File: config.mk
export PLATFORM = sky130hd
export DESIGN_NAME = motion_sequence_controller_top_flat
export DESIGN_NICKNAME = d
export VERILOG_FILES = /design/src/sv/msc_pkg.sv /design/src/sv/msc_req_if.sv /design/src/sv/msc_rsp_if.sv /design/src/sv/msc_csr.sv /design/src/sv/msc_table.sv /design/src/sv/msc_engine.sv /design/src/sv/motion_sequence_controller_top.sv /design/src/flat_wrapper.sv
export SDC_FILE = /design/constraint.sdc
export NUM_CORES = 1
export LEC_CHECK = 0
export BUFFER_PORTS_ARGS = -buffer_cell sky130_fd_sc_hd__buf_2
export CORE_MARGIN = 10
export CORE_UTILIZATION = 35
export DETAILED_ROUTE_END_ITERATION = 8
export GPL_TIMING_DRIVEN = 0
export HOLD_SLACK_MARGIN = 0.12
export PLACE_DENSITY = 0.55
export SKIP_CTS_REPAIR_TIMING = 1
export SYNTH_ARGS = -nofsm -noshare
export SYNTH_HDL_FRONTEND = slang
export SYNTH_HIERARCHICAL = 1
export SYNTH_SLANG_ARGS = --single-unit
File: constraint.sdc
create_clock -name clock -period 9.27 [get_ports clock]
set_clock_uncertainty 0.1 [all_clocks]
set_input_delay 1.854 -clock clock [delete_from_list [all_inputs] [get_ports clock]]
set_output_delay 1.854 -clock clock [all_outputs]
set_load 0.1 [all_outputs]
File: src/sv/msc_pkg.sv
// Shared types, field widths and codes of the motion sequence controller.
`timescale 1ns / 1ps

package msc_pkg;

   localparam int unsigned OpW      = 2;
   localparam int unsigned SeqIdW   = 4;
   localparam int unsigned CountW   = 8;
   localparam int unsigned ParamW   = 16;
   localparam int unsigned TimeW    = 32;
   localparam int unsigned CsrDataW = 32;
   localparam int unsigned CsrAddrW = 3;

   localparam int unsigned NumSequencesDefault = 16;
   localparam int unsigned MaxMotionsDefault   = 256;

   localparam logic [ParamW-1:0] ResetSpeed   = 16'd100;
   localparam logic [TimeW-1:0]  ResetTimeout = 32'd20000;
   localparam logic [ParamW-1:0] PushPullCurv = 16'd10;
   localparam logic [ParamW-1:0] PushPullDist = 16'd100;

   localparam logic [SeqIdW-1:0] SeqNone     = 4'd0;
   localparam logic [SeqIdW-1:0] SeqUp       = 4'd1;
   localparam logic [SeqIdW-1:0] SeqDown     = 4'd2;
   localparam logic [SeqIdW-1:0] SeqMove     = 4'd3;
   localparam logic [SeqIdW-1:0] SeqUpDown   = 4'd4;
   localparam logic [SeqIdW-1:0] SeqPushPull = 4'd5;
   localparam logic [SeqIdW-1:0] SeqLast     = 4'd10;

   typedef enum logic [OpW-1:0] {
      OP_POLL,
      OP_SELECT,
      OP_LOAD,
      OP_NONE
   } op_type;

   typedef enum logic [2:0] {
      PH_IDLE,
      PH_MOVE,
      PH_WAIT,
      PH_NEXT,
      PH_CHANGE
   } phase_type;

   typedef enum logic [1:0] {
      ST_PREPARE,
      ST_MAIN,
      ST_FINALIZE
   } stage_type;

   typedef enum logic [0:0] {
      REG_DEFAULT_SPEED,
      REG_IDLE_TIMEOUT
   } reg_idx_type;

   typedef struct packed {
      logic [CountW-1:0] main_begin;
      logic [CountW-1:0] final_begin;
      logic [CountW-1:0] total;
      logic              looped;
   } seq_row_type;

   typedef struct packed {
      logic              we;
      logic [SeqIdW-1:0] idx;
      seq_row_type       row;
   } tbl_wr_type;

   typedef struct packed {
      logic [ParamW-1:0] default_speed;
      logic [TimeW-1:0]  idle_timeout_ms;
   } cfg_type;

   typedef struct packed {
      logic [OpW-1:0]           opcode;
      logic [SeqIdW-1:0]        sequence_id;
      logic signed [ParamW-1:0] req_speed;
      logic signed [ParamW-1:0] req_curvature;
      logic signed [ParamW-1:0] req_distance;
      logic                     motion_done;
      logic [TimeW-1:0]         time_ms;
      seq_row_type              row;
   } req_item_type;

   typedef struct packed {
      logic                     start_motion;
      logic [SeqIdW-1:0]        active_sequence;
      logic [CountW-1:0]        motion_index;
      logic                     config_init;
      logic                     config_update;
      logic signed [ParamW-1:0] out_speed;
      logic signed [ParamW-1:0] out_curvature;
      logic signed [ParamW-1:0] out_distance;
      logic                     body_up;
      logic                     fatal_error;
   } rsp_item_type;

endpackage

File: src/sv/msc_req_if.sv
// Request channel of the motion sequence controller.
`timescale 1ns / 1ps

interface msc_req_if;
   import msc_pkg::*;

   logic                     valid;
   logic                     ready;
   logic [OpW-1:0]           opcode;
   logic [SeqIdW-1:0]        sequence_id;
   logic signed [ParamW-1:0] req_speed;
   logic signed [ParamW-1:0] req_curvature;
   logic signed [ParamW-1:0] req_distance;
   logic                     motion_done;
   logic [TimeW-1:0]         time_ms;
   logic [CountW-1:0]        row_main_begin;
   logic [CountW-1:0]        row_final_begin;
   logic [CountW-1:0]        row_total;
   logic                     row_looped;

   modport source (
      output valid, opcode, sequence_id, req_speed, req_curvature, req_distance,
             motion_done, time_ms, row_main_begin, row_final_begin, row_total,
             row_looped,
      input  ready
   );

   modport sink (
      input  valid, opcode, sequence_id, req_speed, req_curvature, req_distance,
             motion_done, time_ms, row_main_begin, row_final_begin, row_total,
             row_looped,
      output ready
   );
endinterface

File: src/sv/msc_rsp_if.sv
// Result channel of the motion sequence controller.
`timescale 1ns / 1ps

interface msc_rsp_if;
   import msc_pkg::*;

   logic                     valid;
   logic                     ready;
   logic                     start_motion;
   logic [SeqIdW-1:0]        active_sequence;
   logic [CountW-1:0]        motion_index;
   logic                     config_init;
   logic                     config_update;
   logic signed [ParamW-1:0] out_speed;
   logic signed [ParamW-1:0] out_curvature;
   logic signed [ParamW-1:0] out_distance;
   logic                     body_up;
   logic                     fatal_error;

   modport source (
      output valid, start_motion, active_sequence, motion_index, config_init,
             config_update, out_speed, out_curvature, out_distance, body_up,
             fatal_error,
      input  ready
   );

   modport sink (
      input  valid, start_motion, active_sequence, motion_index, config_init,
             config_update, out_speed, out_curvature, out_distance, body_up,
             fatal_error,
      output ready
   );
endinterface

File: src/sv/msc_csr.sv
// Configuration registers behind the APB-style port.
`timescale 1ns / 1ps

module msc_csr (
   input  logic                             clock,
   input  logic                             reset,
   input  logic                             psel,
   input  logic                             penable,
   input  logic                             pwrite,
   input  logic [msc_pkg::CsrAddrW-1:0]     paddr,
   input  logic [msc_pkg::CsrDataW-1:0]     pwdata,
   output logic [msc_pkg::CsrDataW-1:0]     prdata,
   output logic                             pready,
   output msc_pkg::cfg_type                 cfg
);
   import msc_pkg::*;

   logic [ParamW-1:0] speed_ff;
   logic [ParamW-1:0] speed_in;
   logic [TimeW-1:0]  timeout_ff;
   logic [TimeW-1:0]  timeout_in;
   logic              wr_en;
   reg_idx_type       reg_idx;

   assign pready  = 1'b1;
   assign wr_en   = psel && penable && pwrite && pready;
   assign reg_idx = reg_idx_type'(paddr[CsrAddrW-1:2]);

   always_comb begin
      speed_in   = speed_ff;
      timeout_in = timeout_ff;
      if (wr_en) begin
         case (reg_idx)
            REG_DEFAULT_SPEED: speed_in   = pwdata[ParamW-1:0];
            REG_IDLE_TIMEOUT:  timeout_in = pwdata[TimeW-1:0];
            default: ;
         endcase
      end
   end

   always_comb begin
      case (reg_idx)
         REG_DEFAULT_SPEED: prdata = CsrDataW'(speed_ff);
         REG_IDLE_TIMEOUT:  prdata = CsrDataW'(timeout_ff);
         default:           prdata = '0;
      endcase
   end

   always_ff @(posedge clock) begin
      if (reset) begin
         speed_ff   <= ResetSpeed;
         timeout_ff <= ResetTimeout;
      end else begin
         speed_ff   <= speed_in;
         timeout_ff <= timeout_in;
      end
   end

   assign cfg.default_speed   = speed_ff;
   assign cfg.idle_timeout_ms = timeout_ff;

endmodule

File: src/sv/msc_table.sv
// Sequence table: one row per sequence, written by load items, read by the engine.
`timescale 1ns / 1ps

module msc_table #(
   parameter int unsigned NUM_SEQUENCES = msc_pkg::NumSequencesDefault
) (
   input  logic                           clock,
   input  msc_pkg::tbl_wr_type            tbl_wr,
   input  logic [msc_pkg::SeqIdW-1:0]     rd_idx,
   output msc_pkg::seq_row_type           rd_row
);
   import msc_pkg::*;

   // Ids are four bits wide, so rows beyond sixteen can never be addressed.
   localparam int unsigned Depth = (NUM_SEQUENCES < (2 ** SeqIdW)) ?
                                   NUM_SEQUENCES : (2 ** SeqIdW);
   localparam int unsigned IdxW  = $clog2(Depth);

   seq_row_type rows [Depth];

   always_ff @(posedge clock) begin
      if (tbl_wr.we) begin
         rows[tbl_wr.idx[IdxW-1:0]] <= tbl_wr.row;
      end
   end

   assign rd_row = rows[rd_idx[IdxW-1:0]];

endmodule

File: src/sv/msc_engine.sv
// Sequencing engine: input register, state update and result register.
`timescale 1ns / 1ps

module msc_engine #(
   parameter int unsigned NUM_SEQUENCES = msc_pkg::NumSequencesDefault,
   parameter int unsigned MAX_MOTIONS   = msc_pkg::MaxMotionsDefault
) (
   input  logic                         clock,
   input  logic                         reset,
   msc_req_if.sink                      req,
   msc_rsp_if.source                    rsp,
   input  msc_pkg::cfg_type             cfg,
   output msc_pkg::tbl_wr_type          tbl_wr,
   output logic [msc_pkg::SeqIdW-1:0]   tbl_rd_idx,
   input  msc_pkg::seq_row_type         tbl_rd_row
);
   import msc_pkg::*;

   localparam int unsigned CntW   = (MAX_MOTIONS > 1) ? $clog2(MAX_MOTIONS) : 1;
   localparam int unsigned IdCmpW = ($clog2(NUM_SEQUENCES + 1) > SeqIdW) ?
                                    $clog2(NUM_SEQUENCES + 1) : SeqIdW;
   localparam logic [IdCmpW-1:0] NumSeqLim = IdCmpW'(NUM_SEQUENCES);
   localparam logic [CountW:0]   WrapAt    = (CountW + 1)'(MAX_MOTIONS);
   localparam logic [CntW-1:0]   CntMax    = CntW'(MAX_MOTIONS - 1);

   // Input register and result register
   req_item_type item_ff;
   req_item_type item_in;
   logic         item_vld_ff;
   logic         item_vld_in;
   rsp_item_type rsp_data_ff;
   rsp_item_type rsp_data_in;
   logic         rsp_vld_ff;
   logic         rsp_vld_in;
   logic         advance;

   // Engine state
   phase_type         phase_ff;
   phase_type         phase_in;
   stage_type         stage_ff;
   stage_type         stage_in;
   logic [CntW-1:0]   cnt_ff;
   logic [CntW-1:0]   cnt_in;
   logic [SeqIdW-1:0] cur_ff;
   logic [SeqIdW-1:0] cur_in;
   logic [SeqIdW-1:0] pend_ff;
   logic [SeqIdW-1:0] pend_in;
   logic              standing_ff;
   logic              standing_in;
   logic [TimeW-1:0]  last_ff;
   logic [TimeW-1:0]  last_in;
   logic [ParamW-1:0] spd_ff;
   logic [ParamW-1:0] spd_in;
   logic [ParamW-1:0] curv_ff;
   logic [ParamW-1:0] curv_in;
   logic [ParamW-1:0] dist_ff;
   logic [ParamW-1:0] dist_in;
   logic              disabled_ff;
   logic              disabled_in;

   // Decode and selection
   logic              poll_go;
   logic [TimeW-1:0]  elapsed;
   logic              timeout_hit;
   logic              sel_go;
   logic [SeqIdW-1:0] sel_id;
   logic [ParamW-1:0] sel_spd;
   logic [ParamW-1:0] sel_curv;
   logic [ParamW-1:0] sel_dist;
   logic              sel_bad;
   logic              start_p;
   logic              init_p;
   logic              upd_p;
   logic              end_main;
   logic              fin_done;
   logic [CntW-1:0]   wrap_tbl [2 ** CountW];

   // Reduction of a restart index from the table modulo the motion count.
   for (genvar g = 0; g < (2 ** CountW); g++) begin : g_wrap
      localparam int unsigned Wrapped = g % MAX_MOTIONS;
      assign wrap_tbl[g] = CntW'(Wrapped);
   end

   // Handshake: the result register lets the next item in while a result waits.
   assign advance     = item_vld_ff && (!rsp_vld_ff || rsp.ready);
   assign req.ready   = !item_vld_ff || advance;
   assign item_vld_in = (req.valid && req.ready) ? 1'b1 :
                        (advance ? 1'b0 : item_vld_ff);
   assign rsp_vld_in  = advance ? 1'b1 : (rsp.ready ? 1'b0 : rsp_vld_ff);

   always_comb begin
      item_in.opcode          = req.opcode;
      item_in.sequence_id     = req.sequence_id;
      item_in.req_speed       = req.req_speed;
      item_in.req_curvature   = req.req_curvature;
      item_in.req_distance    = req.req_distance;
      item_in.motion_done     = req.motion_done;
      item_in.time_ms         = req.time_ms;
      item_in.row.main_begin  = req.row_main_begin;
      item_in.row.final_begin = req.row_final_begin;
      item_in.row.total       = req.row_total;
      item_in.row.looped      = req.row_looped;
   end

   assign poll_go     = (item_ff.opcode == OP_POLL) && !disabled_ff;
   assign elapsed     = item_ff.time_ms - last_ff;
   assign timeout_hit = elapsed > cfg.idle_timeout_ms;

   // A select item and the idle timeout share one selection path.
   always_comb begin
      sel_go   = (item_ff.opcode == OP_SELECT) ||
                 (poll_go && (phase_ff == PH_IDLE) && (cur_ff == pend_ff) && timeout_hit);
      sel_id   = SeqDown;
      sel_spd  = '0;
      sel_curv = '0;
      sel_dist = '0;
      if (item_ff.opcode == OP_SELECT) begin
         sel_id   = item_ff.sequence_id;
         sel_spd  = $unsigned(item_ff.req_speed);
         sel_curv = $unsigned(item_ff.req_curvature);
         sel_dist = $unsigned(item_ff.req_distance);
      end
   end

   assign sel_bad = IdCmpW'(sel_id) >= NumSeqLim;

   assign tbl_rd_idx = cur_ff;
   always_comb begin
      tbl_wr.we  = advance && (item_ff.opcode == OP_LOAD) &&
                   (IdCmpW'(item_ff.sequence_id) < NumSeqLim);
      tbl_wr.idx = item_ff.sequence_id;
      tbl_wr.row = item_ff.row;
   end

   // Datapath and pulse outputs of one item.
   always_comb begin : datapath
      logic [CountW:0]   nxt;
      logic [CountW-1:0] row_val;
      logic              from_row;
      stage_type         stg;
      logic [SeqIdW-1:0] pend_sel;

      stage_in    = stage_ff;
      cnt_in      = cnt_ff;
      cur_in      = cur_ff;
      pend_in     = pend_ff;
      standing_in = standing_ff;
      last_in     = last_ff;
      spd_in      = spd_ff;
      curv_in     = curv_ff;
      dist_in     = dist_ff;
      disabled_in = disabled_ff;
      start_p     = 1'b0;
      init_p      = 1'b0;
      upd_p       = 1'b0;
      end_main    = 1'b0;
      fin_done    = 1'b0;
      nxt         = (CountW + 1)'(cnt_ff) + 1'b1;
      row_val     = '0;
      from_row    = 1'b0;
      stg         = stage_ff;
      pend_sel    = pend_ff;

      if (sel_go) begin
         if (sel_bad) begin
            disabled_in = 1'b1;
         end else if (sel_id == SeqNone) begin
            pend_in = SeqNone;
         end else begin
            // While down only up is taken; while standing up is refused.
            if (!standing_ff) begin
               if (sel_id == SeqUp) begin
                  pend_sel = sel_id;
                  spd_in   = cfg.default_speed;
                  curv_in  = '0;
                  dist_in  = '0;
               end
            end else if (sel_id == SeqMove) begin
               pend_sel = sel_id;
               spd_in   = sel_spd;
               curv_in  = sel_curv;
               dist_in  = sel_dist;
            end else if (sel_id == SeqPushPull) begin
               pend_sel = sel_id;
               spd_in   = cfg.default_speed;
               curv_in  = PushPullCurv;
               dist_in  = PushPullDist;
            end else if ((sel_id == SeqDown) || (sel_id == SeqUpDown) ||
                         ((sel_id > SeqPushPull) && (sel_id <= SeqLast))) begin
               pend_sel = sel_id;
               spd_in   = cfg.default_speed;
               curv_in  = '0;
               dist_in  = '0;
            end
            pend_in = pend_sel;
            upd_p   = (cur_ff == pend_sel);
         end
      end

      if (poll_go) begin
         case (phase_ff)
            PH_IDLE, PH_WAIT: ;
            PH_MOVE: begin
               start_p = 1'b1;
            end
            PH_NEXT: begin
               if ((stg == ST_PREPARE) && (nxt >= {1'b0, tbl_rd_row.main_begin})) begin
                  stg = ST_MAIN;
               end
               if ((stg == ST_MAIN) && (nxt >= {1'b0, tbl_rd_row.final_begin})) begin
                  if (cur_ff != pend_ff) begin
                     nxt      = {1'b0, tbl_rd_row.final_begin};
                     row_val  = tbl_rd_row.final_begin;
                     from_row = 1'b1;
                     stg      = ST_FINALIZE;
                  end else if (tbl_rd_row.looped) begin
                     nxt      = {1'b0, tbl_rd_row.main_begin};
                     row_val  = tbl_rd_row.main_begin;
                     from_row = 1'b1;
                  end else begin
                     pend_in  = SeqNone;
                     end_main = 1'b1;
                  end
               end
               if ((stg == ST_FINALIZE) && (nxt >= {1'b0, tbl_rd_row.total})) begin
                  fin_done    = 1'b1;
                  standing_in = (cur_ff != SeqDown);
               end
               stage_in = stg;
               // The increment reaches the motion count at most; a restart index
               // from the table goes through the wrap table.
               if (from_row) begin
                  cnt_in = wrap_tbl[row_val];
               end else if (nxt == WrapAt) begin
                  cnt_in = '0;
               end else begin
                  cnt_in = nxt[CntW-1:0];
               end
            end
            PH_CHANGE: begin
               cur_in   = pend_ff;
               cnt_in   = '0;
               stage_in = ST_PREPARE;
               if (pend_ff == SeqNone) begin
                  last_in = item_ff.time_ms;
               end else begin
                  init_p = 1'b1;
               end
            end
            default: begin
               disabled_in = 1'b1;
            end
         endcase
      end
   end

   // Next phase.
   always_comb begin
      phase_in = phase_ff;
      if (poll_go) begin
         case (phase_ff)
            PH_IDLE: begin
               if (cur_ff != pend_ff) begin
                  phase_in = PH_CHANGE;
               end
            end
            PH_MOVE: phase_in = PH_WAIT;
            PH_WAIT: begin
               if (item_ff.motion_done) begin
                  phase_in = PH_NEXT;
               end
            end
            PH_NEXT: begin
               phase_in = (end_main || fin_done) ? PH_CHANGE : PH_MOVE;
            end
            PH_CHANGE: begin
               phase_in = (pend_ff == SeqNone) ? PH_IDLE : PH_MOVE;
            end
            default: phase_in = phase_ff;
         endcase
      end
   end

   always_comb begin
      rsp_data_in.start_motion    = start_p;
      rsp_data_in.active_sequence = cur_in;
      rsp_data_in.motion_index    = CountW'(cnt_in);
      rsp_data_in.config_init     = init_p;
      rsp_data_in.config_update   = upd_p;
      rsp_data_in.out_speed       = $signed(spd_in);
      rsp_data_in.out_curvature   = $signed(curv_in);
      rsp_data_in.out_distance    = $signed(dist_in);
      rsp_data_in.body_up         = standing_in;
      rsp_data_in.fatal_error     = disabled_in;
   end

   always_ff @(posedge clock) begin
      if (reset) begin
         item_vld_ff <= 1'b0;
         rsp_vld_ff  <= 1'b0;
         phase_ff    <= PH_IDLE;
         stage_ff    <= ST_PREPARE;
         cnt_ff      <= '0;
         cur_ff      <= SeqDown;
         pend_ff     <= SeqDown;
         standing_ff <= 1'b0;
         last_ff     <= '0;
         spd_ff      <= '0;
         curv_ff     <= '0;
         dist_ff     <= '0;
         disabled_ff <= 1'b0;
      end else begin
         item_vld_ff <= item_vld_in;
         rsp_vld_ff  <= rsp_vld_in;
         if (advance) begin
            phase_ff    <= phase_in;
            stage_ff    <= stage_in;
            cnt_ff      <= cnt_in;
            cur_ff      <= cur_in;
            pend_ff     <= pend_in;
            standing_ff <= standing_in;
            last_ff     <= last_in;
            spd_ff      <= spd_in;
            curv_ff     <= curv_in;
            dist_ff     <= dist_in;
            disabled_ff <= disabled_in;
         end
      end
   end

   always_ff @(posedge clock) begin
      if (req.valid && req.ready) begin
         item_ff <= item_in;
      end
      if (advance) begin
         rsp_data_ff <= rsp_data_in;
      end
   end

   assign rsp.valid           = rsp_vld_ff;
   assign rsp.start_motion    = rsp_data_ff.start_motion;
   assign rsp.active_sequence = rsp_data_ff.active_sequence;
   assign rsp.motion_index    = rsp_data_ff.motion_index;
   assign rsp.config_init     = rsp_data_ff.config_init;
   assign rsp.config_update   = rsp_data_ff.config_update;
   assign rsp.out_speed       = rsp_data_ff.out_speed;
   assign rsp.out_curvature   = rsp_data_ff.out_curvature;
   assign rsp.out_distance    = rsp_data_ff.out_distance;
   assign rsp.body_up         = rsp_data_ff.body_up;
   assign rsp.fatal_error     = rsp_data_ff.fatal_error;

   // A started motion always leaves the engine waiting for the executor.
   a_move_to_wait: assert property (@(posedge clock) disable iff (reset)
      (advance && poll_go && (phase_ff == PH_MOVE)) |=> (phase_ff == PH_WAIT))
      else $error("engine did not enter the wait phase after starting a motion");

   // The fatal flag is sticky.
   a_fatal_sticky: assert property (@(posedge clock) disable iff (reset)
      disabled_ff |=> disabled_ff)
      else $error("fatal flag cleared without reset");

   // The motion counter stays below the motion count.
   a_cnt_range: assert property (@(posedge clock) disable iff (reset)
      cnt_ff <= CntMax)
      else $error("motion counter beyond the motion count");

   // Only known sequences can become pending.
   a_pend_range: assert property (@(posedge clock) disable iff (reset)
      (pend_ff <= SeqLast) && (cur_ff <= SeqLast))
      else $error("pending or current sequence outside the known ids");

   // A new result appears only for an item that just left the input register.
   a_rsp_source: assert property (@(posedge clock) disable iff (reset)
      $rose(rsp_vld_ff) |-> $past(advance))
      else $error("result raised without an item");

endmodule

File: src/sv/motion_sequence_controller_top.sv
// Top level of the motion sequence controller.
`timescale 1ns / 1ps

// The controller takes one request per clock cycle while the result side is ready
// and returns exactly one result for each: the request is held in an input
// register, the engine updates its state, and the result waits in an output
// register while the next request is already taken in. Sustained rate is then
// one item per clock, set by the single state update per item in the engine. Poll
// requests step the engine through idle, start, wait for done, next motion and
// sequence change; select requests apply the up/down rules and set the motion
// parameters; load requests write one row of the sequence table. Table rows are
// not cleared by reset, and a sequence must have its row loaded before it runs.
// Configuration registers (default speed at 0x0, idle timeout at 0x4) must be
// written only while no request is in flight; the block does not enforce this.
module motion_sequence_controller_top #(
   parameter int unsigned NUM_SEQUENCES = msc_pkg::NumSequencesDefault,
   parameter int unsigned MAX_MOTIONS   = msc_pkg::MaxMotionsDefault
) (
   input  logic                          clock,
   input  logic                          reset,
   msc_req_if.sink                       req,
   msc_rsp_if.source                     rsp,
   input  logic                          psel,
   input  logic                          penable,
   input  logic                          pwrite,
   input  logic [msc_pkg::CsrAddrW-1:0]  paddr,
   input  logic [msc_pkg::CsrDataW-1:0]  pwdata,
   output logic [msc_pkg::CsrDataW-1:0]  prdata,
   output logic                          pready
);
   import msc_pkg::*;

   cfg_type           cfg;
   tbl_wr_type        tbl_wr;
   logic [SeqIdW-1:0] tbl_rd_idx;
   seq_row_type       tbl_rd_row;

   msc_csr u_csr (
      .clock   (clock),
      .reset   (reset),
      .psel    (psel),
      .penable (penable),
      .pwrite  (pwrite),
      .paddr   (paddr),
      .pwdata  (pwdata),
      .prdata  (prdata),
      .pready  (pready),
      .cfg     (cfg)
   );

   msc_table #(
      .NUM_SEQUENCES (NUM_SEQUENCES)
   ) u_table (
      .clock  (clock),
      .tbl_wr (tbl_wr),
      .rd_idx (tbl_rd_idx),
      .rd_row (tbl_rd_row)
   );

   msc_engine #(
      .NUM_SEQUENCES (NUM_SEQUENCES),
      .MAX_MOTIONS   (MAX_MOTIONS)
   ) u_engine (
      .clock      (clock),
      .reset      (reset),
      .req        (req),
      .rsp        (rsp),
      .cfg        (cfg),
      .tbl_wr     (tbl_wr),
      .tbl_rd_idx (tbl_rd_idx),
      .tbl_rd_row (tbl_rd_row)
   );

endmodule

File: src/flat_wrapper.sv
// flat-port wrapper written by rule: the top's interface ports become plain ports
module motion_sequence_controller_top_flat import msc_pkg::*;
#(
   parameter int unsigned NUM_SEQUENCES = msc_pkg::NumSequencesDefault,
   parameter int unsigned MAX_MOTIONS   = msc_pkg::MaxMotionsDefault
)
  (clock, reset, psel, penable, pwrite, paddr, pwdata, prdata, pready, req_valid, req_opcode, req_sequence_id, req_req_speed, req_req_curvature, req_req_distance, req_motion_done, req_time_ms, req_row_main_begin, req_row_final_begin, req_row_total, req_row_looped, req_ready, rsp_valid, rsp_start_motion, rsp_active_sequence, rsp_motion_index, rsp_config_init, rsp_config_update, rsp_out_speed, rsp_out_curvature, rsp_out_distance, rsp_body_up, rsp_fatal_error, rsp_ready);
  msc_req_if req_i ();
  msc_rsp_if rsp_i ();
  input  logic clock;
  input  logic reset;
  input  logic psel;
  input  logic penable;
  input  logic pwrite;
  input  logic [msc_pkg::CsrAddrW-1:0] paddr;
  input  logic [msc_pkg::CsrDataW-1:0] pwdata;
  output logic [msc_pkg::CsrDataW-1:0] prdata;
  output logic pready;
  input wire logic [$bits(req_i.valid)-1:0] req_valid;
  input wire logic [$bits(req_i.opcode)-1:0] req_opcode;
  input wire logic [$bits(req_i.sequence_id)-1:0] req_sequence_id;
  input wire logic [$bits(req_i.req_speed)-1:0] req_req_speed;
  input wire logic [$bits(req_i.req_curvature)-1:0] req_req_curvature;
  input wire logic [$bits(req_i.req_distance)-1:0] req_req_distance;
  input wire logic [$bits(req_i.motion_done)-1:0] req_motion_done;
  input wire logic [$bits(req_i.time_ms)-1:0] req_time_ms;
  input wire logic [$bits(req_i.row_main_begin)-1:0] req_row_main_begin;
  input wire logic [$bits(req_i.row_final_begin)-1:0] req_row_final_begin;
  input wire logic [$bits(req_i.row_total)-1:0] req_row_total;
  input wire logic [$bits(req_i.row_looped)-1:0] req_row_looped;
  output wire logic [$bits(req_i.ready)-1:0] req_ready;
  output wire logic [$bits(rsp_i.valid)-1:0] rsp_valid;
  output wire logic [$bits(rsp_i.start_motion)-1:0] rsp_start_motion;
  output wire logic [$bits(rsp_i.active_sequence)-1:0] rsp_active_sequence;
  output wire logic [$bits(rsp_i.motion_index)-1:0] rsp_motion_index;
  output wire logic [$bits(rsp_i.config_init)-1:0] rsp_config_init;
  output wire logic [$bits(rsp_i.config_update)-1:0] rsp_config_update;
  output wire logic [$bits(rsp_i.out_speed)-1:0] rsp_out_speed;
  output wire logic [$bits(rsp_i.out_curvature)-1:0] rsp_out_curvature;
  output wire logic [$bits(rsp_i.out_distance)-1:0] rsp_out_distance;
  output wire logic [$bits(rsp_i.body_up)-1:0] rsp_body_up;
  output wire logic [$bits(rsp_i.fatal_error)-1:0] rsp_fatal_error;
  input wire logic [$bits(rsp_i.ready)-1:0] rsp_ready;
  assign req_i.valid = req_valid;
  assign req_i.opcode = req_opcode;
  assign req_i.sequence_id = req_sequence_id;
  assign req_i.req_speed = req_req_speed;
  assign req_i.req_curvature = req_req_curvature;
  assign req_i.req_distance = req_req_distance;
  assign req_i.motion_done = req_motion_done;
  assign req_i.time_ms = req_time_ms;
  assign req_i.row_main_begin = req_row_main_begin;
  assign req_i.row_final_begin = req_row_final_begin;
  assign req_i.row_total = req_row_total;
  assign req_i.row_looped = req_row_looped;
  assign req_ready = req_i.ready;
  assign rsp_valid = rsp_i.valid;
  assign rsp_start_motion = rsp_i.start_motion;
  assign rsp_active_sequence = rsp_i.active_sequence;
  assign rsp_motion_index = rsp_i.motion_index;
  assign rsp_config_init = rsp_i.config_init;
  assign rsp_config_update = rsp_i.config_update;
  assign rsp_out_speed = rsp_i.out_speed;
  assign rsp_out_curvature = rsp_i.out_curvature;
  assign rsp_out_distance = rsp_i.out_distance;
  assign rsp_body_up = rsp_i.body_up;
  assign rsp_fatal_error = rsp_i.fatal_error;
  assign rsp_i.ready = rsp_ready;
  motion_sequence_controller_top #(.NUM_SEQUENCES(NUM_SEQUENCES), .MAX_MOTIONS(MAX_MOTIONS)) u_core (.clock(clock), .reset(reset), .req(req_i), .rsp(rsp_i), .psel(psel), .penable(penable), .pwrite(pwrite), .paddr(paddr), .pwdata(pwdata), .prdata(prdata), .pready(pready));
endmodule
Word level (Yosys, flattened, before mapping) --
Memory sizes are Yosys's and may differ from the RTL's. A register that Yosys moved wholly into a read port is not among the register bits. Index checks and enable logic that the tools add are counted. W data, S select, Z words.
Storage, ports and cells: register bits 330, RAM bits 400, memory bits (read-only) 2048, input port bits 154, memories 2
Memories:
- (no name shown) | depth 256, bits a word 8, rd ports 1, clocked after Yosys merged registers in 0, wr ports 0, line msc_engine.sv:233 | cnt_in = wrap_tbl[row_val];
- u_core.u_table.rows | depth 16, bits a word 25, rd ports 1, clocked after Yosys merged registers in 1, wr ports 1, line msc_table.sv:19 | seq_row_type rows [Depth];
Cells by class: add/sub/neg operators 2, order comparisons 7, eq/ne operators 20, multiplexer cells 99, bitwise logic cells 3, reduce and logical (&&, ||, !) cells 39
Operator list (number):
- $mux W16 | 24
- $mux W8 | 10
- $mux W4 | 19
- $pmux W32 S2 | 1
- $mux W9 | 5
- $gt A32 B32 Y1 | 1
- $sub A32 B32 Y32 | 1
- $ge A9 B8 Y1 | 3
- $mux W1 | 27
- $pmux W8 S2 | 1
- $pmux W3 S5 | 1
- $mux W2 | 7
- $logic_and A1 B1 Y1 | 13
- $add A8 B1 Y9 const B | 1
- $eq A9 B9 Y1 const B | 1
- $ge A9 B9 Y1 const B | 1
- $mux W3 | 3
- $not A8 Y9 | 1
- $eq A4 B2 Y1 const B | 2
- $eq A4 B3 Y1 const B | 2
- $eq A4 B4 Y1 | 2
- $logic_not A4 Y1 | 2
- $eq A3 B2 Y1 const B | 2
- $logic_or A1 B1 Y1 | 6
- 24 further kinds | 34

Longest topological paths before layout --
depth in word-level cells 19, gate-level depth with buffers 24, mapped depth without buffers 21

Hierarchy --
Netlist, hierarchy kept.
Modules (own cells, without submodules):
- msc_table | times used 1, cells each 635, area an instance 15050.7 µm², sequential area each 12011.5 µm²
- msc_engine | times used 1, cells each 1323, area an instance 14209.9 µm², sequential area each 7417.1 µm²
- msc_csr | times used 1, cells each 238, area an instance 2392.3 µm², sequential area each 960.9 µm²

Least setup slack after synthesis --
No wires, ideal clock.
kind in2reg, from in rsp_ready, to reg u_core/u_engine/item_ff[100] (netlist name), enable pin, setup time 483 ps, arrival time 5281 ps, required time 8687 ps, setup slack 3406 ps, stages on the path 3, cells stage by stage nor2b_1 > nand2_1 > and2_1
On the way: longest elaborated chain between the ends 4
Ends and longest elaborated chain:
- start: declaration | line flat_wrapper.sv:43 | input wire logic [$bits(rsp_i.ready)-1:0] rsp_ready;
- $logic_or A1 B1 Y1 | line msc_engine.sv:85 | assign advance = item_vld_ff && (!rsp_vld_ff || rsp.ready);
- $logic_and A1 B1 Y1 | line msc_engine.sv:85
- $logic_or A1 B1 Y1 | line msc_engine.sv:86 | assign req.ready = !item_vld_ff || advance;
- named net req_ready | line flat_wrapper.sv:31 | output wire logic [$bits(req_i.ready)-1:0] req_ready;
- $logic_and A1 B1 Y1 | line msc_engine.sv:332 | if (req.valid && req.ready) begin
- end signal: assignment | line msc_engine.sv:333 | item_ff <= item_in;
- end: declaration | line msc_engine.sv:27 | req_item_type item_ff;
The timed path passes the listed nets, and every way through them passes these cells. A chain may end at the register's enable or synchronous reset.

Worst setup path after layout --
from reg u_core.u_engine.cur_ff[1], in the netlist u_core/u_engine/tbl_rd_idx[1], to reg u_core.u_engine.rsp_data_ff, in the netlist u_core/u_engine/rsp.body_up (data pin)
On the way: longest elaborated chain between the ends 10, elaborated cells between the ends (all ways) 16, those cells by class 1 x order compare; 3 x eq/ne; 11 x mux; 1 x reduce/logical
Ends and longest elaborated chain:
- start: declaration | line msc_engine.sv:44 | logic [SeqIdW-1:0] cur_ff;
- start signal: assignment | line msc_engine.sv:304 | cur_ff <= SeqDown;
- start signal: assignment | line msc_engine.sv:319 | cur_ff <= cur_in;
- $ne A4 B4 Y1 | line msc_engine.sv:211 | if (cur_ff != pend_ff) begin
- $mux W9 / $mux W2 (equally long branches) | line msc_engine.sv:211
- $mux W9 / $mux W2 (equally long branches) | line msc_engine.sv:210 | if ((stg == ST_MAIN) && (nxt >= {1'b0, tbl_rd_row.final_begin})) begin
- $mux W9 / $mux W2 (equally long branches) | line msc_engine.sv:201 | case (phase_ff)
- $mux W9 / $mux W2 (equally long branches) | line msc_engine.sv:200 | if (poll_go) begin
- $ge A9 B8 Y1 / $eq A2 B2 Y1 (equally long branches) | line msc_engine.sv:225 | if ((stg == ST_FINALIZE) && (nxt >= {1'b0, tbl_rd_row.total})) begin
- $logic_and A1 B1 Y1 | line msc_engine.sv:225
- $mux W1 (*) | line msc_engine.sv:225
- $mux W1 (*) | line msc_engine.sv:201
- $mux W1 (*) | line msc_engine.sv:200
- named net u_core.u_engine.standing_in | line msc_engine.sv:49 | logic standing_in;
- end signal: assignment | line msc_engine.sv:336 | rsp_data_ff <= rsp_data_in;
- end: declaration | line msc_engine.sv:31 | rsp_item_type rsp_data_ff;
Mark *: on every way through the listed nets, which the timed path passes. The rest lies on a longest branch. The select of a mux whose other input is x is not followed.

==> results.md <==
* Post-synth EDFFs at 577
* Ys flop type: edfxtp_1
* Avg Inst Size Synth at 14.4 um2
* Switching share of power at between 20% and 30%
* Clock share of power at about 43%
* First-pass GRT wire length at around 130 mm
* Leading area contributor after synthesis: edfxtp_1
* Die Width at 321 um
* DRT antenna net count at 0
* Mapped Nets at 2439
* Internal Power at about 0.0057 W
* Vias in the first global route at 20300
* GPL Wtd Cong at 0.841
* Sw power at 0.00189 W
* Crit. End Element: flop
* Startpoint types: flop
* Worst EP required at approximately 9.6 ns
* Yosys warnings at 6
* Comb pwr share at under 10%
* WS Path Type: reg -> reg
* Critical Path Fanout Max at 10
* Post-synthesis sequential area ratio at around 64%
* Power per Cell Area at 202 mW/mm2
* Share of power burned in registers at between 40% and 50%
* RSZ-0062 raised after global routing: no
* Post-DP HPWL at 63.2 mm
* Area contributors post-synth: edfxtp_1 (55%), dfxtp_1 (9.7%), mux4_2 (7.1%), ha_1 (3.5%), nand2_1 (1.8%)
* Clock-pin slew on the worst setup and hold paths at approximately 0.06 ns
* Crit share post-route at about four fifths
* Layout area overhead at 19.4%
* Layout cells sized above 1 at 23.9%
* Outcome: complete, no violations
* IO Pins at 254
* WL per Instance at 23.1 um
* N_diodes at 0
* Vias at 19800
* Clock Latency Late Sink at 0.66 ns
* Rel. slew slack at between 30% and 40%
* Initial DRT Pass Iterations at 5
* # fillers at just over 8000
* Core area at 0.0899 mm2
* Clock tree buffer depth at 3
* Critical path arrival at 7.72 ns
* Setup tns final at 0 ns
* Distinct cell type count after synthesis at 81
* Post-synth ARST share at 0%
* CTS HTree Levels at 3
* Total wire length after detailed routing at 87.8 mm
* Die ar. at 0.103 mm2
* Peak supply drop at 0.149 mV
* Starting Density at a little over a third
* FMAX at 0.134 GHz
* Cells after Synth at 2196
* Leak pwr at 13.4 nW
* Sink Count at 730
* Crit path time final at ~7.4 ns
* Final setup viols at 0
* Final #Nets at 2798
* CTS tree: built
* Pin count of the biggest net entering global routing at 54
* Drt via density at ~5.2
* Slew Limit Fails at 0
* Hold Crit Class: reg -> reg
* Row cnt at 110
* CTS Buf Count at 82
* GR Overflow Total at 0
* PortBufs at roughly 250
* Slew @ Worst Pin at 1.02 ns
* Hold Fails Final Rpt at 0
* Hold slack at 0.350 ns
* Iter 0 DRT Violations at 1696
* Share of the synthesized area in the top cell type at 54.7%
* GRT Total Usage at 16.6%
* Die Height at 321 um
* Register bit total from synthesis at 730
* Maxcap violations at 0
* DRC Markers at 0
* Mapped cell area at 0.0317 mm2
* Pwr Total at roughly 0.0076 W
* Root buf cell: clkbuf_16
* Initial antenna violation count at 7
## synth_stat cells (all sizes together) (22+ instances only)
| master | count |
|---|---|
| nor2 | 100 |
| nand3 | 34 |
| nor3 | 22 |
| a22o | 59 |
| ha | 88 |
| dfxtp | 153 |
| a22oi | 50 |
| a21o | 38 |
| edfxtp | 577 |
| xnor2 | 25 |
| buf | 77 |
| a21oi | 93 |
| o21ai | 23 |
| mux4 | 100 |
| nand2b | 87 |
| mux2i | 49 |
| and2 | 26 |
| nand2 | 155 |
| inv | 111 |
| clkbuf | 58 |
## placed cells by master (no fill, tap or decap), types with 21 or more instances in the layout
| cell | netlist | final |
|---|---|---|
| a22oi_1 | 50 | 50 |
| inv_1 | 111 | 111 |
| nand2_1 | 155 | 155 |
| a21oi_1 | 92 | 92 |
| a22o_1 | 59 | 59 |
| buf_6 | 10 | 21 |
| nor2_1 | 100 | 88 |
| ha_1 | 88 | 88 |
| nand2b_1 | 87 | 87 |
| and2_1 | 26 | 25 |
| clkbuf_16 | 0 | 82 |
| nand3_1 | 33 | 33 |
| xnor2_1 | 25 | 25 |
| o21ai_0 | 22 | 22 |
| buf_2 | 15 | 264 |
| clkbuf_1 | 58 | 76 |
| dfxtp_1 | 153 | 153 |
| mux4_2 | 100 | 100 |
| edfxtp_1 | 577 | 577 |
| mux2i_1 | 49 | 49 |
| buf_4 | 41 | 41 |
| a21o_1 | 38 | 38 |
## layout make-up
| class | instances | area, um2 | share of cell area (%) |
|---|---|---|---|
| Buffer | 135 | 769 | 2.04 |
| Clock buffer | 103 | 2150 | 5.69 |
| Clock inverter | 49 | 621 | 1.64 |
| Inverter | 112 | 420 | 1.11 |
| Multi-Input combinational cell | 1219 | 10200 | 27.0 |
| Sequential cell | 730 | 20400 | 54.0 |
| Tap cell | 1176 | 1470 | 3.89 |
| Timing Repair Buffer | 275 | 1780 | 4.70 |
## worst max-delay path, stage by stage, from the launching register on
cell,delay [ns]
dfxtp_1,0.49
buf_2,0.45
buf_1,0.66
mux4_2,0.41
a22oi_1,0.19
nand2_1,0.12
ha_1,0.29
nand2b_1,0.11
a21o_1,0.12
a21oi_1,0.07
o21ai_0,0.27
a41oi_1,0.26
nor3_1,0.84
a21boi_0,0.34
or2_2,0.36
ha_1,0.27
nand2b_1,0.14
a21o_1,0.17
a21o_1,0.17
a21o_1,0.21
a211oi_1,0.49
nor3_1,0.08
a31o_2,0.26
mux2_2,0.30
## stage by stage
stage                     setup WS (ns)  cell area, um2  utilization [%]  instances
after floorplan                    3.41           31700                -       2196
after global routing               1.40           37800             42.0       3799
after global placement             1.23           34400             38.2       3621
after detailed placement           1.96           35000             39.0       3647
final                              1.83           37800             42.0       3799
after CTS                          1.93           37800             42.0       3799
## cells by family (layout without fill, tap and decap cells)
| logic type | count (synthesis) | in the layout | share of synthesized area (%) |
|---|---|---|---|
| simple gates | 498 | 498 | 7.84 |
| fa+ha+maj | 89 | 89 | 3.54 |
| xor+xnor | 41 | 41 | 1.13 |
| buf+inv | 247 | 674 | 3.75 |
| flops | 730 | 730 | 64.4 |
| mux | 166 | 166 | 9.27 |
| other cells | 1 | 1 | 0.0118 |
| compound gates | 424 | 424 | 10.0 |
## worst paths after layout
kind                                      end                     startpoint  cells after the start  slack [ns]
hold reg to reg   u_core/u_engine/last_ff[14]    u_core/u_engine/last_ff[14]                      2        0.35
hold / removal    u_core/u_engine/last_ff[14]    u_core/u_engine/last_ff[14]                      2        0.35
setup / recovery  u_core/u_engine/rsp.body_up  u_core/u_engine/tbl_rd_idx[1]                     23        1.83
setup reg to reg  u_core/u_engine/rsp.body_up  u_core/u_engine/tbl_rd_idx[1]                     23        1.83
## power groups by stage
stage / clock network [W] / logic, W / registers (W)
after floorplan: 0 / 0.000390 / 0.00378
after global placement: 0 / 0.000670 / 0.00371
after detailed placement: 0 / 0.000693 / 0.00370
after CTS: 0.00337 / 0.000696 / 0.00363
after global routing: 0.00352 / 0.000746 / 0.00363
final: 0.00330 / 0.000691 / 0.00363
## per-layer routing
metal  GRT usage, %  vias to the layer above  part of all wire, %
met1           21.4                     9959                   43
li1               -                     9106                    -
met3           3.11                      159                  5.6
met2           27.5                      615                   48
met5              0                        -                0.055
met4           6.27                        8                  3.6
## flip-flops by register name, indices dropped and copies added, names as in the netlist, 4 cells and up
| register | flops |
|---|---|
| u_core/u_engine/curv_ff | 16 |
| u_core/u_engine/tbl_wr | 29 |
| u_core/u_engine/rsp.out_curvature | 16 |
| u_core/u_engine/rsp.active_sequence | 4 |
| u_core/u_engine/cnt_ff | 8 |
| u_core/u_engine/tbl_rd_idx | 4 |
| u_core/u_table/rows | 400 |
| u_core/u_engine/dist_ff | 16 |
| u_core/u_csr/timeout_ff | 32 |
| u_core/u_engine/rsp.out_distance | 16 |
| u_core/u_engine/item_ff | 83 |
| u_core/u_engine/last_ff | 32 |
| u_core/u_engine/rsp.out_speed | 16 |
| u_core/u_csr/speed_ff | 16 |
| u_core/u_engine/pend_ff | 4 |
| u_core/u_engine/rsp.motion_index | 8 |
| u_core/u_engine/spd_ff | 16 |
Note: power is estimated with default switching activity, not from simulation.
